**config.mk**
```make
export PLATFORM = sky130hd
export DESIGN_NAME = spill_word_stream_monitor_core
export DESIGN_NICKNAME = d
export VERILOG_FILES = /design/src/hdl/swsm_pkg.sv /design/src/hdl/swsm_front.sv /design/src/hdl/swsm_queue.sv /design/src/hdl/swsm_back.sv /design/src/hdl/spill_word_stream_monitor_core.sv
export SDC_FILE = /design/constraint.sdc
export NUM_CORES = 1
export LEC_CHECK = 0
export BUFFER_PORTS_ARGS = -buffer_cell sky130_fd_sc_hd__clkbuf_2
export CORE_ASPECT_RATIO = 1.1
export CORE_MARGIN = 2
export CORE_UTILIZATION = 49
export CTS_CLUSTER_DIAMETER = 40
export CTS_CLUSTER_SIZE = 14
export DETAILED_ROUTE_END_ITERATION = 10
export PLACE_DENSITY = 0.71
export SYNTH_ARGS = -nofsm -noshare
export SYNTH_HDL_FRONTEND = slang
export SYNTH_SLANG_ARGS = --single-unit
```
**constraint.sdc**
```tcl
create_clock -name clock -period 15.2 [get_ports clock]
set_clock_uncertainty 0.1 [all_clocks]
set_input_delay 3.04 -clock clock [delete_from_list [all_inputs] [get_ports clock]]
set_output_delay 3.04 -clock clock [all_outputs]
set_load 0.005 [all_outputs]
```
**src/hdl/swsm_pkg.sv**
```systemverilog
// Shared types and constants of the spill word stream monitor.
package swsm_pkg;

   localparam int WORD_W               = 32;
   localparam int TAG_W                = 12;
   localparam int PEND_W               = 21;
   localparam int TOTAL_W              = 32;
   localparam int STEP_W               = 4;
   localparam int NUM_PEND             = 5;
   localparam int QUEUE_DEPTH          = 2;
   localparam int STATUS_WORDS_DEFAULT = 8;

   localparam logic [WORD_W-1:0] WORD_RO   = 32'h5C5C5C5C;
   localparam logic [WORD_W-1:0] WORD_FH   = 32'h1C1C1C1C;
   localparam logic [WORD_W-1:0] WORD_CRC  = 32'h9C9C9C9C;
   localparam logic [WORD_W-1:0] WORD_SH   = 32'h7C7C7C7C;
   localparam logic [3:0]        SOS_NIBBLE = 4'h7;
   localparam logic [3:0]        EOS_NIBBLE = 4'hF;

   localparam logic [PEND_W-1:0]  PEND_MAX  = {PEND_W{1'b1}};
   localparam logic [TOTAL_W-1:0] TOTAL_MAX = {TOTAL_W{1'b1}};

   // Pending counter slots
   localparam int P_RO    = 0;
   localparam int P_FH    = 1;
   localparam int P_CRC   = 2;
   localparam int P_SH    = 3;
   localparam int P_UPSET = 4;

   typedef enum logic [3:0] {
      CLS_SOS         = 4'd0,
      CLS_MISSING_SOS = 4'd1,
      CLS_ROLLOVER    = 4'd2,
      CLS_FRAME       = 4'd3,
      CLS_CRC         = 4'd4,
      CLS_STATUS_HDR  = 4'd5,
      CLS_STATUS_OK   = 4'd6,
      CLS_UPSET       = 4'd7,
      CLS_EOS         = 4'd8,
      CLS_DATA        = 4'd9
   } class_type;

   // Classified item handed from the front to the back
   typedef struct packed {
      class_type           cls;
      logic [TAG_W-1:0]    tag;
      logic                clear;       // new spill: drop pending counts first
      logic                start_ok;    // bump spills started
      logic [NUM_PEND-1:0] inc;         // pending increments before any commit
      logic                commit;      // fold pending into totals
      logic                upset_post;  // upset increment after the commit
      logic                end_first;   // bump spills ended
      logic                missing;
      logic                last;        // drop pending counts at the end
   } item_type;

endpackage

```
**src/hdl/swsm_front.sv**
```systemverilog
// Front stage: tracks spill framing and classifies each readout word.
module swsm_front #(
   parameter int STATUS_WORDS = swsm_pkg::STATUS_WORDS_DEFAULT
) (
   input  logic                        clock,
   input  logic                        reset,
   input  logic                        push,
   input  logic [swsm_pkg::WORD_W-1:0] word,
   input  logic                        first_of_spill,
   input  logic                        last_of_spill,
   output swsm_pkg::item_type          item
);

   localparam int STEP_W = swsm_pkg::STEP_W;
   localparam int TAG_W  = swsm_pkg::TAG_W;

   logic [1:0]       pos_ff, pos_in;
   logic [TAG_W-1:0] tag_ff, tag_in;
   logic             end_seen_ff, end_seen_in;
   logic [STEP_W-1:0] step_ff, step_in;

   logic                        start;
   logic                        is_end;
   logic                        upset;
   logic [STEP_W:0]             step_next;
   logic [swsm_pkg::WORD_W-1:0] end_word;

   assign start     = first_of_spill || (pos_ff == 2'd0);
   assign end_word  = {swsm_pkg::EOS_NIBBLE, tag_ff, 16'h0000};
   assign step_next = {1'b0, step_ff} + {{STEP_W{1'b0}}, 1'b1};
   assign upset     = (word[3:0] != 4'h0);

   always_comb begin
      item        = '0;
      item.cls    = swsm_pkg::CLS_DATA;
      item.tag    = tag_ff;
      item.last   = last_of_spill;
      pos_in      = pos_ff;
      tag_in      = tag_ff;
      end_seen_in = end_seen_ff;
      step_in     = step_ff;
      is_end      = 1'b0;

      if (start) begin
         item.clear    = 1'b1;
         tag_in        = word[27:16];
         item.tag      = word[27:16];
         end_seen_in   = 1'b0;
         step_in       = '0;
         pos_in        = 2'd0;
         item.start_ok = (word[31:28] == swsm_pkg::SOS_NIBBLE);
         item.cls      = item.start_ok ? swsm_pkg::CLS_SOS : swsm_pkg::CLS_MISSING_SOS;
      end else if (word == swsm_pkg::WORD_RO) begin
         item.cls                   = swsm_pkg::CLS_ROLLOVER;
         item.inc[swsm_pkg::P_RO]   = 1'b1;
         step_in                    = '0;
      end else if (word == swsm_pkg::WORD_FH) begin
         item.cls                   = swsm_pkg::CLS_FRAME;
         item.inc[swsm_pkg::P_FH]   = 1'b1;
         step_in                    = '0;
      end else if (word == swsm_pkg::WORD_CRC) begin
         item.cls                   = swsm_pkg::CLS_CRC;
         item.inc[swsm_pkg::P_CRC]  = 1'b1;
         step_in                    = '0;
      end else if (word == swsm_pkg::WORD_SH) begin
         item.cls                   = swsm_pkg::CLS_STATUS_HDR;
         item.inc[swsm_pkg::P_SH]   = 1'b1;
         step_in                    = {{(STEP_W-1){1'b0}}, 1'b1};
      end else begin
         // end marker counts only from the third word of the spill on
         is_end = (pos_ff == 2'd2) && (word == end_word);
         if (is_end) begin
            item.cls       = swsm_pkg::CLS_EOS;
            item.commit    = 1'b1;
            item.end_first = !end_seen_ff;
            end_seen_in    = 1'b1;
         end
         if ((step_ff != '0) && ({1'b0, step_ff} <= (STEP_W+1)'(STATUS_WORDS))) begin
            if (upset) begin
               if (is_end) begin
                  item.upset_post = 1'b1;
               end else begin
                  item.inc[swsm_pkg::P_UPSET] = 1'b1;
                  item.cls                    = swsm_pkg::CLS_UPSET;
               end
            end else if (!is_end) begin
               item.cls = swsm_pkg::CLS_STATUS_OK;
            end
            step_in = (step_next == (STEP_W+1)'(STATUS_WORDS + 1)) ? '0
                                                                   : step_next[STEP_W-1:0];
         end else begin
            step_in = '0;
         end
      end

      if (pos_in != 2'd2) begin
         pos_in = pos_in + 2'd1;
      end

      if (last_of_spill) begin
         item.missing = !end_seen_in;
         item.commit  = item.commit || !end_seen_in;
         step_in      = '0;
         pos_in       = 2'd0;
      end
   end

   always_ff @(posedge clock) begin
      if (reset) begin
         pos_ff      <= 2'd0;
         tag_ff      <= '0;
         end_seen_ff <= 1'b0;
         step_ff     <= '0;
      end else if (push) begin
         pos_ff      <= pos_in;
         tag_ff      <= tag_in;
         end_seen_ff <= end_seen_in;
         step_ff     <= step_in;
      end
   end

   a_step_bound: assert property (@(posedge clock) disable iff (reset)
      step_ff <= STEP_W'(STATUS_WORDS))
      else $error("status window step beyond window length");

endmodule

```
**src/hdl/swsm_queue.sv**
```systemverilog
// Short queue of classified items between the front and the back.
module swsm_queue (
   input  logic               clock,
   input  logic               reset,
   input  logic               push,
   input  swsm_pkg::item_type push_item,
   output logic               full,
   input  logic               pop,
   output logic               head_valid,
   output swsm_pkg::item_type head_item
);

   localparam int DEPTH = swsm_pkg::QUEUE_DEPTH;
   localparam int PTR_W = (DEPTH > 1) ? $clog2(DEPTH) : 1;
   localparam int CNT_W = $clog2(DEPTH + 1);

   swsm_pkg::item_type mem [DEPTH];
   logic [PTR_W-1:0] wr_ptr_ff, rd_ptr_ff;
   logic [CNT_W-1:0] count_ff;

   assign full       = (count_ff == CNT_W'(DEPTH));
   assign head_valid = (count_ff != '0);
   assign head_item  = mem[rd_ptr_ff];

   always_ff @(posedge clock) begin
      if (push) begin
         mem[wr_ptr_ff] <= push_item;
      end
   end

   always_ff @(posedge clock) begin
      if (reset) begin
         wr_ptr_ff <= '0;
         rd_ptr_ff <= '0;
         count_ff  <= '0;
      end else begin
         if (push) begin
            wr_ptr_ff <= (wr_ptr_ff == PTR_W'(DEPTH - 1)) ? '0 : wr_ptr_ff + PTR_W'(1);
         end
         if (pop) begin
            rd_ptr_ff <= (rd_ptr_ff == PTR_W'(DEPTH - 1)) ? '0 : rd_ptr_ff + PTR_W'(1);
         end
         if (push && !pop) begin
            count_ff <= count_ff + CNT_W'(1);
         end else if (pop && !push) begin
            count_ff <= count_ff - CNT_W'(1);
         end
      end
   end

   a_no_push_full: assert property (@(posedge clock) disable iff (reset)
      full |-> !push)
      else $error("push into full queue");
   a_no_pop_empty: assert property (@(posedge clock) disable iff (reset)
      pop |-> head_valid)
      else $error("pop from empty queue");
   a_count_bound: assert property (@(posedge clock) disable iff (reset)
      (count_ff <= CNT_W'(DEPTH)))
      else $error("queue count beyond depth");

endmodule

```
**src/hdl/swsm_back.sv**
```systemverilog
// Back stage: pending and committed counters and the result register.
module swsm_back (
   input  logic                          clock,
   input  logic                          reset,
   input  logic                          head_valid,
   input  swsm_pkg::item_type            head_item,
   output logic                          pop,
   output logic                          rsp_valid,
   input  logic                          rsp_stall,
   output logic [3:0]                    rsp_word_class,
   output logic [swsm_pkg::TOTAL_W-1:0]  rsp_rollover_total,
   output logic [swsm_pkg::TOTAL_W-1:0]  rsp_frame_header_total,
   output logic [swsm_pkg::TOTAL_W-1:0]  rsp_crc_header_total,
   output logic [swsm_pkg::TOTAL_W-1:0]  rsp_status_header_total,
   output logic [swsm_pkg::TOTAL_W-1:0]  rsp_upset_total,
   output logic [swsm_pkg::TOTAL_W-1:0]  rsp_spills_started,
   output logic [swsm_pkg::TOTAL_W-1:0]  rsp_spills_ended,
   output logic [swsm_pkg::TAG_W-1:0]    rsp_spill_tag,
   output logic                          rsp_end_missing
);

   localparam int NP = swsm_pkg::NUM_PEND;
   localparam int PW = swsm_pkg::PEND_W;
   localparam int TW = swsm_pkg::TOTAL_W;

   logic [PW-1:0] pend_ff [NP];
   logic [PW-1:0] pend_in [NP];
   logic [TW-1:0] total_ff [NP];
   logic [TW-1:0] total_in [NP];
   logic [TW-1:0] started_ff, started_in;
   logic [TW-1:0] ended_ff, ended_in;

   logic                       valid_ff;
   swsm_pkg::class_type        cls_ff;
   logic [swsm_pkg::TAG_W-1:0] tag_ff;
   logic                       missing_ff;

   logic [PW-1:0] pend_a [NP];
   logic [PW-1:0] pend_b [NP];
   logic [TW:0]   sum    [NP];

   assign pop = head_valid && (!valid_ff || !rsp_stall);

   always_comb begin
      for (int k = 0; k < NP; k++) begin
         pend_a[k] = head_item.clear ? '0 : pend_ff[k];
         pend_b[k] = (head_item.inc[k] && (pend_a[k] != swsm_pkg::PEND_MAX))
                     ? pend_a[k] + PW'(1) : pend_a[k];
         sum[k]    = {1'b0, total_ff[k]} + (TW+1)'(pend_b[k]);
         if (head_item.commit) begin
            total_in[k] = sum[k][TW] ? swsm_pkg::TOTAL_MAX : sum[k][TW-1:0];
            pend_in[k]  = '0;
         end else begin
            total_in[k] = total_ff[k];
            pend_in[k]  = pend_b[k];
         end
         if (head_item.last) begin
            pend_in[k] = '0;
         end
      end
      // upset on the end marker itself lands in the fresh pending set
      if (head_item.upset_post && !head_item.last) begin
         pend_in[swsm_pkg::P_UPSET] = PW'(1);
      end
      started_in = (head_item.start_ok && (started_ff != swsm_pkg::TOTAL_MAX))
                   ? started_ff + TW'(1) : started_ff;
      ended_in   = (head_item.end_first && (ended_ff != swsm_pkg::TOTAL_MAX))
                   ? ended_ff + TW'(1) : ended_ff;
   end

   always_ff @(posedge clock) begin
      if (reset) begin
         for (int k = 0; k < NP; k++) begin
            pend_ff[k]  <= '0;
            total_ff[k] <= '0;
         end
         started_ff <= '0;
         ended_ff   <= '0;
         valid_ff   <= 1'b0;
      end else begin
         if (pop) begin
            for (int k = 0; k < NP; k++) begin
               pend_ff[k]  <= pend_in[k];
               total_ff[k] <= total_in[k];
            end
            started_ff <= started_in;
            ended_ff   <= ended_in;
            valid_ff   <= 1'b1;
         end else if (!rsp_stall) begin
            valid_ff <= 1'b0;
         end
      end
   end

   always_ff @(posedge clock) begin
      if (pop) begin
         cls_ff     <= head_item.cls;
         tag_ff     <= head_item.tag;
         missing_ff <= head_item.missing;
      end
   end

   assign rsp_valid               = valid_ff;
   assign rsp_word_class          = cls_ff;
   assign rsp_spill_tag           = tag_ff;
   assign rsp_end_missing         = missing_ff;
   assign rsp_rollover_total      = total_ff[swsm_pkg::P_RO];
   assign rsp_frame_header_total  = total_ff[swsm_pkg::P_FH];
   assign rsp_crc_header_total    = total_ff[swsm_pkg::P_CRC];
   assign rsp_status_header_total = total_ff[swsm_pkg::P_SH];
   assign rsp_upset_total         = total_ff[swsm_pkg::P_UPSET];
   assign rsp_spills_started      = started_ff;
   assign rsp_spills_ended        = ended_ff;

   a_last_clears: assert property (@(posedge clock) disable iff (reset)
      (pop && head_item.last) |=> (pend_ff[swsm_pkg::P_RO] == '0 &&
                                   pend_ff[swsm_pkg::P_UPSET] == '0))
      else $error("pending counts survive spill end");
   a_post_needs_commit: assert property (@(posedge clock) disable iff (reset)
      (pop && (head_item.upset_post || head_item.end_first)) |-> head_item.commit)
      else $error("end marker item without commit");
   a_totals_hold: assert property (@(posedge clock) disable iff (reset)
      (!pop && !$past(reset)) |=> $stable(total_ff[swsm_pkg::P_RO]) && $stable(ended_ff))
      else $error("totals moved without an item");

endmodule

```
**src/hdl/spill_word_stream_monitor_core.sv**
```systemverilog
// Top level of the spill word stream monitor: front, queue and back.
// An accepted word passes through the queue and then the result register before it drives the rsp ports.
// Throughput: one word per cycle; the front only compares, the back does one
// saturating add per counter per word; req_stall rises only once the two-entry
// queue fills behind a stalled result.
// Reset clears framing state, queue and all counters; words are taken right after.
module spill_word_stream_monitor_core #(
   parameter int STATUS_WORDS = swsm_pkg::STATUS_WORDS_DEFAULT
) (
   input  logic                          clock,
   input  logic                          reset,
   input  logic                          req_valid,
   output logic                          req_stall,
   input  logic [swsm_pkg::WORD_W-1:0]   req_word,
   input  logic                          req_first_of_spill,
   input  logic                          req_last_of_spill,
   output logic                          rsp_valid,
   input  logic                          rsp_stall,
   output logic [3:0]                    rsp_word_class,
   output logic [swsm_pkg::TOTAL_W-1:0]  rsp_rollover_total,
   output logic [swsm_pkg::TOTAL_W-1:0]  rsp_frame_header_total,
   output logic [swsm_pkg::TOTAL_W-1:0]  rsp_crc_header_total,
   output logic [swsm_pkg::TOTAL_W-1:0]  rsp_status_header_total,
   output logic [swsm_pkg::TOTAL_W-1:0]  rsp_upset_total,
   output logic [swsm_pkg::TOTAL_W-1:0]  rsp_spills_started,
   output logic [swsm_pkg::TOTAL_W-1:0]  rsp_spills_ended,
   output logic [swsm_pkg::TAG_W-1:0]    rsp_spill_tag,
   output logic                          rsp_end_missing
);

   logic               push;
   logic               full;
   logic               pop;
   logic               head_valid;
   swsm_pkg::item_type front_item;
   swsm_pkg::item_type head_item;

   assign req_stall = full;
   assign push      = req_valid && !full;

   swsm_front #(
      .STATUS_WORDS(STATUS_WORDS)
   ) u_front (
      .clock          (clock),
      .reset          (reset),
      .push           (push),
      .word           (req_word),
      .first_of_spill (req_first_of_spill),
      .last_of_spill  (req_last_of_spill),
      .item           (front_item)
   );

   swsm_queue u_queue (
      .clock      (clock),
      .reset      (reset),
      .push       (push),
      .push_item  (front_item),
      .full       (full),
      .pop        (pop),
      .head_valid (head_valid),
      .head_item  (head_item)
   );

   swsm_back u_back (
      .clock                   (clock),
      .reset                   (reset),
      .head_valid              (head_valid),
      .head_item               (head_item),
      .pop                     (pop),
      .rsp_valid               (rsp_valid),
      .rsp_stall               (rsp_stall),
      .rsp_word_class          (rsp_word_class),
      .rsp_rollover_total      (rsp_rollover_total),
      .rsp_frame_header_total  (rsp_frame_header_total),
      .rsp_crc_header_total    (rsp_crc_header_total),
      .rsp_status_header_total (rsp_status_header_total),
      .rsp_upset_total         (rsp_upset_total),
      .rsp_spills_started      (rsp_spills_started),
      .rsp_spills_ended        (rsp_spills_ended),
      .rsp_spill_tag           (rsp_spill_tag),
      .rsp_end_missing         (rsp_end_missing)
   );

endmodule

```
==> results of run 1 <==
tightest hold or removal path, stage by stage (launching register included):
cell	delay [ps]
dfxtp_1	300
nand2_1	50
a21oi_1	50
registers in the layout, indices dropped and copies added (netlist names), 2 cells and up, named ones only:
name                       cells
u_queue.mem                   56
u_back.rsp_spills_ended       32
u_back.pend_ff               105
u_back.rsp_word_class          4
u_front.tag_ff                12
u_front.step_ff                4
u_queue.count_ff               2
u_back.total_ff              160
u_front.pos_ff                 2
u_back.rsp_spills_started     32
u_back.rsp_spill_tag          12
power by group through the flow:
stage | Combinational (mW) | Clock (mW) | Sequential (mW)
after global placement | 1.12 | 0 | 1.82
after detailed placement | 1.15 | 0 | 1.83
final | 1.16 | 1.54 | 1.81
after global routing | 1.29 | 1.62 | 1.84
after CTS | 1.16 | 1.57 | 1.81
after floorplan | 0.768 | 0 | 1.80
area by class of cell:
type | count | area, um2
Clock buffer | 75 | 1770
Sequential cell | 427 | 11900
Fill cell | 4329 | 21500
Tap cell | 667 | 835
Multi-Input combinational cell | 1992 | 12700
Clock inverter | 50 | 520
Inverter | 78 | 293
Timing Repair Buffer | 292 | 1490
placed cells by master, fill, tap and decap left out, drive strengths merged, types with 14 or more instances in the layout:
cell,count
nand4,62
mux2,20
and3,48
xor2,163
nor3,55
and4,24
ha,116
a31oi,22
nor2b,39
dfxtp,89
or3,24
nand2,236
nor2,343
mux2i,18
nand3,82
xnor2,90
a21o,33
a21oi,254
clkinv,24
a211oi,16
edfxtp,338
nand2b,26
inv,95
clkbuf,355
o21a,24
nor3b,14
a311oi,15
and2,30
o21ai,80
nor4,22
logic make-up (layout without fill, tap and decap cells):
| family | after synthesis | after routing | share of synthesized area [%] |
|---|---|---|---|
| AOI/OAI and AO/OA | 542 | 542 | 13.4 |
| buffers and inverters | 172 | 495 | 2.67 |
| adders and majority gates | 121 | 121 | 6.16 |
| and+or+nand+nor | 1036 | 1036 | 20.0 |
| xor gates and xnor gates | 253 | 253 | 8.82 |
| muxes | 38 | 38 | 1.62 |
| other | 1 | 2 | 0.0149 |
| DFF | 427 | 427 | 47.4 |
final timing paths:
kind                                                     start                                   end  slack (ps)  depth (start not counted)
worst min-delay path            u_front.tag_ff[3]$_SDFFE_PP0P_        u_front.tag_ff[3]$_SDFFE_PP0P_         360                          2
worst max register to register                       flip-flop  u_back.total_ff[0][30]$_SDFFCE_PN0P_        8120                         21
worst max-delay path                                 flip-flop  u_back.total_ff[0][30]$_SDFFCE_PN0P_        8120                         21
worst min register to register  u_front.tag_ff[3]$_SDFFE_PP0P_        u_front.tag_ff[3]$_SDFFE_PP0P_         360                          2
metal layers:
metal,GRT usage [%],share of wire (%),vias to the layer above
li1,-,-,9989
met4,8.55,2.8,0
met3,6.13,7.5,120
met2,40.4,49,628
met5,0,0,-
met1,29.5,41,10000
stage by stage:
stage / hold WS (ps) / cell area [um2] / instances / setup WS [ps]
floorplan: 336 / 25200 / 2591 / 3710
global placement: 342 / 27200 / 3456 / 8500
detailed placement: 348 / 27200 / 3456 / 8200
CTS: 356 / 29500 / 3581 / 8150
global route: 381 / 29500 / 3581 / 7610
finish: 356 / 29500 / 3581 / 8120
==> impl_metrics.toml, run 1 <==
[critical_path]
critical_path.slowest_cell = "a221oi_1"
cp-end-kind = "flip-flop"
critPathMaxStageDelay_ps = 950
path_max_fanout = 47
crit_type = "flip-flop to flip-flop"
crit_arrival_ps = 7280
start_kind = "flip-flop"
cp.required_ps = 15410
cp_cell_sequence = "mux2i_4, buf_4, nand2_1, inv_1, ha_1, nand4_1, o41ai_4, or2_1, nor2_4, nand3_2, xor2_1, nor2_1, ha_1, a21oi_1, o21a_1, and2_1, a31oi_1, a221oi_1, or2_2, and4_1, nor3_1"
crit_buf_inv = 2
path_delay_family = "compound AO/OA/AOI/OAI gates"
cp_common_cell = "ha_1"

[clocking]
cts_tree = "yes"
root_buffer = "clkbuf_16"
cts_setup_buffers = 0
clock-sinks = 427
cts.clk_slew.worst_paths_ps = 60
cts_resized = 0
htree_levels = 3
clk_latency_ps = 610
numCtsBuffers = 68
hold_buffers = 0
cts_max_path_buffers = 3

[power_and_ir_drop]
irDropWorstVdd_uv = 97.1
p_seq_share_pct = 40.1
intPower_mw = 2.96
sw_frac_of_total_pct = 34.4
p_leak_nw = 11.6
powerDensity_nw_per_um2 = 153
clkPwrFrac_pct = 34.2
combPwrFrac_pct = 25.6
p_switching_mw = 1.55
power.total_mw = 4.51

[global_routing]
antenna_found_initial = 0
grt_max_degree = 95
overflow = 0
grt_usage_pct = 24.0
grt_pass1_vias = 20200
grt_pass1_wl_um = 104000

[logic_synthesis]
synth_flop_cell = "edfxtp_1"
synth.distinct_cells = 89
async_flop_share_pct = 0
synth_most_common_cell = "nor2_1"
synth_common_cells = "nor2_1 (341), edfxtp_1 (338), a21oi_1 (254), nand2_1 (236), xor2_1 (162)"
yosysSeqAreaShare_pct = 47.4
syn_area_per_cell_um2 = 9.73
yosys_warnings = 0
ys_top_cells_by_area = "edfxtp_1 (40%), dfxtp_1 (7.1%), ha_1 (5.8%)"
ys_ff_latch = 427
yosysTopAreaCellShare_pct = 40.3
syn_inst = 2590
synth_area_um2 = 25200
synth_edf_count = 338
synth.largest_area_cell = "edfxtp_1"

[route]
wl_per_cell_um = 18.1
dr.pass1.iters = 5
first_iter_violations = 1732
wl_um = 64700
route.detailed.drc = 0
vias = 20800
ant_nets = 0
viasPerCell = 5.80

[floorplan]
dieHeight_um = 242
start_util_pct = 49.4
num_rows = 87
fp.dieW_um = 220
dieArea_um2 = 53300
core_um2 = 51100
num_io_pins = 281

[final_layout]
drive_gt1_share_pct = 16.0
finish.utilization_pct = 57.8
diodes = 0
final_nets = 3018
area_growth_pct = 17.1

[sta]
slew_viol_final = 0
hold_violations = 0
final.min_clock_period_ps = 7080
fin_crit_sh_pct = 46.6
rsz0062_at_grt = "false"
slew_headroom_pct = 15.1
tightest_slew_ps = 1270
fmax_ghz = 0.141
fin_tns_setup_ps = 0
finalSetupViolations = 0

[place]
gp_congestion = 0.911
io_buffer_count = 280
dp_hpwl_um = 46400

[outcome]
status = "finished, final reports clean"

[min_path]
min_path_type = "flip-flop to flip-flop"

[flow_run]
drv_cap = 0
Power figures use the tool's default switching activity.
==> run 2: changes to the inputs <==
PLACE_DENSITY = 0.73   (was 0.71)
clock period = 5.8 ns   (was 15.2 ns; I/O delays follow)
==> run 2 against run 1 <==
Net effect:
- design area grew 1.3%
- fmax grew 30%
- critical endpoint is now u_back.total_ff[0][155]$_SDFFCE_PN0P_
- largest cell class unchanged
- sequential share of layout area shrank 0.52 points
==> impl_metrics.toml, run 2 (synthesized netlist as in run 1, its figures left out) <==
[critical_path]
cp-end-kind = "flip-flop"
path_max_fanout = 8
rr_worst_depth = 19
crit_arrival_ps = 5710
cp.required_ps = 6060
crit_type = "flip-flop to flip-flop"
r2r_slack_ps = 340
reg2reg_to = "u_back.total_ff[0][155]$_SDFFCE_PN0P_"
start_kind = "flip-flop"

[clocking]
clk_latency_ps = 620
cts_max_path_buffers = 3
root_buffer = "clkbuf_16"
cts.clk_slew.worst_paths_ps = 60
numCtsBuffers = 73
hold_buffers = 0
cts_tree = "yes"
clock-sinks = 427
htree_levels = 3

[place]
dp_hpwl_um = 47900
gp_congestion = 0.903
io_buffer_count = 280

[power_and_ir_drop]
p_seq_share_pct = 38.8
power.total_mw = 12.2
intPower_mw = 8.03
sw_frac_of_total_pct = 34.1
irDropWorstVdd_uv = 228
powerDensity_nw_per_um2 = 408
p_leak_nw = 11.8
p_switching_mw = 4.16
combPwrFrac_pct = 25.8
clkPwrFrac_pct = 35.4

[global_routing]
grt_pass1_wl_um = 106000
grt_usage_pct = 24.6
grt_max_degree = 107
grt_pass1_vias = 20600
antenna_found_initial = 0
overflow = 0

[min_path]
whs_endpoint = "u_front.tag_ff[3]$_SDFFE_PP0P_"
min_from = "u_front.tag_ff[3]$_SDFFE_PP0P_"
hold_depth = 2
min_path_type = "flip-flop to flip-flop"

[floorplan]
dieHeight_um = 242
num_io_pins = 281
fp.dieW_um = 220
dieArea_um2 = 53300
num_rows = 87
core_um2 = 51100
start_util_pct = 49.4

[route]
first_iter_violations = 1374
vias = 21000
ant_nets = 0
wl_per_cell_um = 18.5
route.detailed.drc = 0
viasPerCell = 5.82
wl_um = 66700
dr.pass1.iters = 5

[sta]
fmax_ghz = 0.183
rsz0062_at_grt = "false"
fin_tns_setup_ps = 0
finalSetupViolations = 0
final.min_clock_period_ps = 5460
slew_headroom_pct = 20.7
slew_viol_final = 0
tightest_slew_ps = 1190
fin_crit_sh_pct = 94.1
hold_violations = 0

[final_layout]
final_cell_mix = "nor2_1 (338), edfxtp_1 (338), clkbuf_2 (279)"
multi_input_area_um2 = 12700
largest_reg_flops = 160
diodes = 0
drive_gt1_share_pct = 17.1
top_register = "u_back.total_ff"
reg_top3 = "u_back.total_ff (160), u_back.pend_ff (105), u_queue.mem (56)"
nFillCells = 4293
final_nets = 3046
area_growth_pct = 18.6
regArea_um2 = 11900

[flow_run]
drv_cap = 0

[outcome]
status = "finished, final reports clean"
run 2: cell types whose count changed in the layout (fill, tap and decap cells not counted), sizes merged:
cell	delta
inv	-4
buf	+24
clkinv	+2
clkinvlp	+4
bufinv	+2
clkbuf	+2
run 2: power by group through the flow:
| stage | Combinational (mW) | Sequential (mW) | Clock [mW] |
|---|---|---|---|
| 2_1_floorplan | 2.02 | 4.67 | 0 |
| 3_3_place_gp | 3.05 | 4.75 | 0 |
| 3_5_place_dp | 3.13 | 4.78 | 0 |
| 4_1_cts | 3.16 | 4.73 | 4.38 |
| 5_1_grt | 3.49 | 4.81 | 4.51 |
| 6_report | 3.15 | 4.73 | 4.31 |
run 2: area by class of cell:
class / count / share of cell area [%]
inverters: 78 / 0.980
repair buffers: 315 / 5.69
flip-flops and latches: 427 / 39.9
multi-input cells: 1992 / 42.4
clock inverters: 54 / 1.97
well taps: 667 / 2.79
clock buffers: 78 / 6.25
run 2: critical path, stage by stage (launching register included):
cell	delay, ps
dfxtp_2	390
mux2i_4	360
buf_12	170
buf_4	130
and2_1	200
ha_1	280
a41oi_2	270
and3_1	340
nand3_1	120
xor2_1	220
nor2_1	70
ha_1	330
and3_1	200
and3_1	180
a211o_1	390
a221oi_1	530
a21oi_1	220
nor2_2	350
nor2_1	80
o221a_2	270
run 2: repair_timing:
item                                    4_1_cts  5_1_grt
buffers inserted                              0        3
endpoints found under the setup margin        0      120
gates resized for setup                       0        5
run 2: worst max path at each step:
stage	end	depth (start not counted)	startpoint
final	u_back.total_ff[0][155]$_SDFFCE_PN0P_	19	flip-flop
after global routing	u_back.total_ff[0][155]$_SDFFCE_PN0P_	19	flip-flop
after CTS	u_back.total_ff[0][79]$_SDFFCE_PN0P_	21	flip-flop
after detailed placement	u_back.total_ff[0][105]$_SDFFCE_PN0P_	19	flip-flop
after global placement	u_back.total_ff[0][82]$_SDFFCE_PN0P_	22	flip-flop
after floorplan	u_back.total_ff[0][3]$_SDFFCE_PN0P_	26	flip-flop
run 2: routing by layer:
metal  wire, um  vias up  GRT usage, %  part of all wire (%)
li1           -    10100             -                     -
met4       1880        0          9.00                   2.8
met5          0        -             0                     0
met2      33300      665          41.6                    50
met1      27300    10200          30.8                    41
met3       4250      112          4.88                   6.4
run 2: stage by stage:
| step | utilization, % | worst slack, ps | cells | hold slack, ps | area, um2 |
|---|---|---|---|---|---|
| floorplan | - | 376 | 2591 | 336 | 25200 |
| global placement | 53.6 | 247 | 3476 | 342 | 27400 |
| detailed placement | 53.6 | 64.4 | 3476 | 349 | 27400 |
| CTS | 58.5 | 39.8 | 3608 | 357 | 29800 |
| global route | 58.5 | 3.28 | 3611 | 375 | 29900 |
| finish | 58.5 | 343 | 3611 | 355 | 29900 |
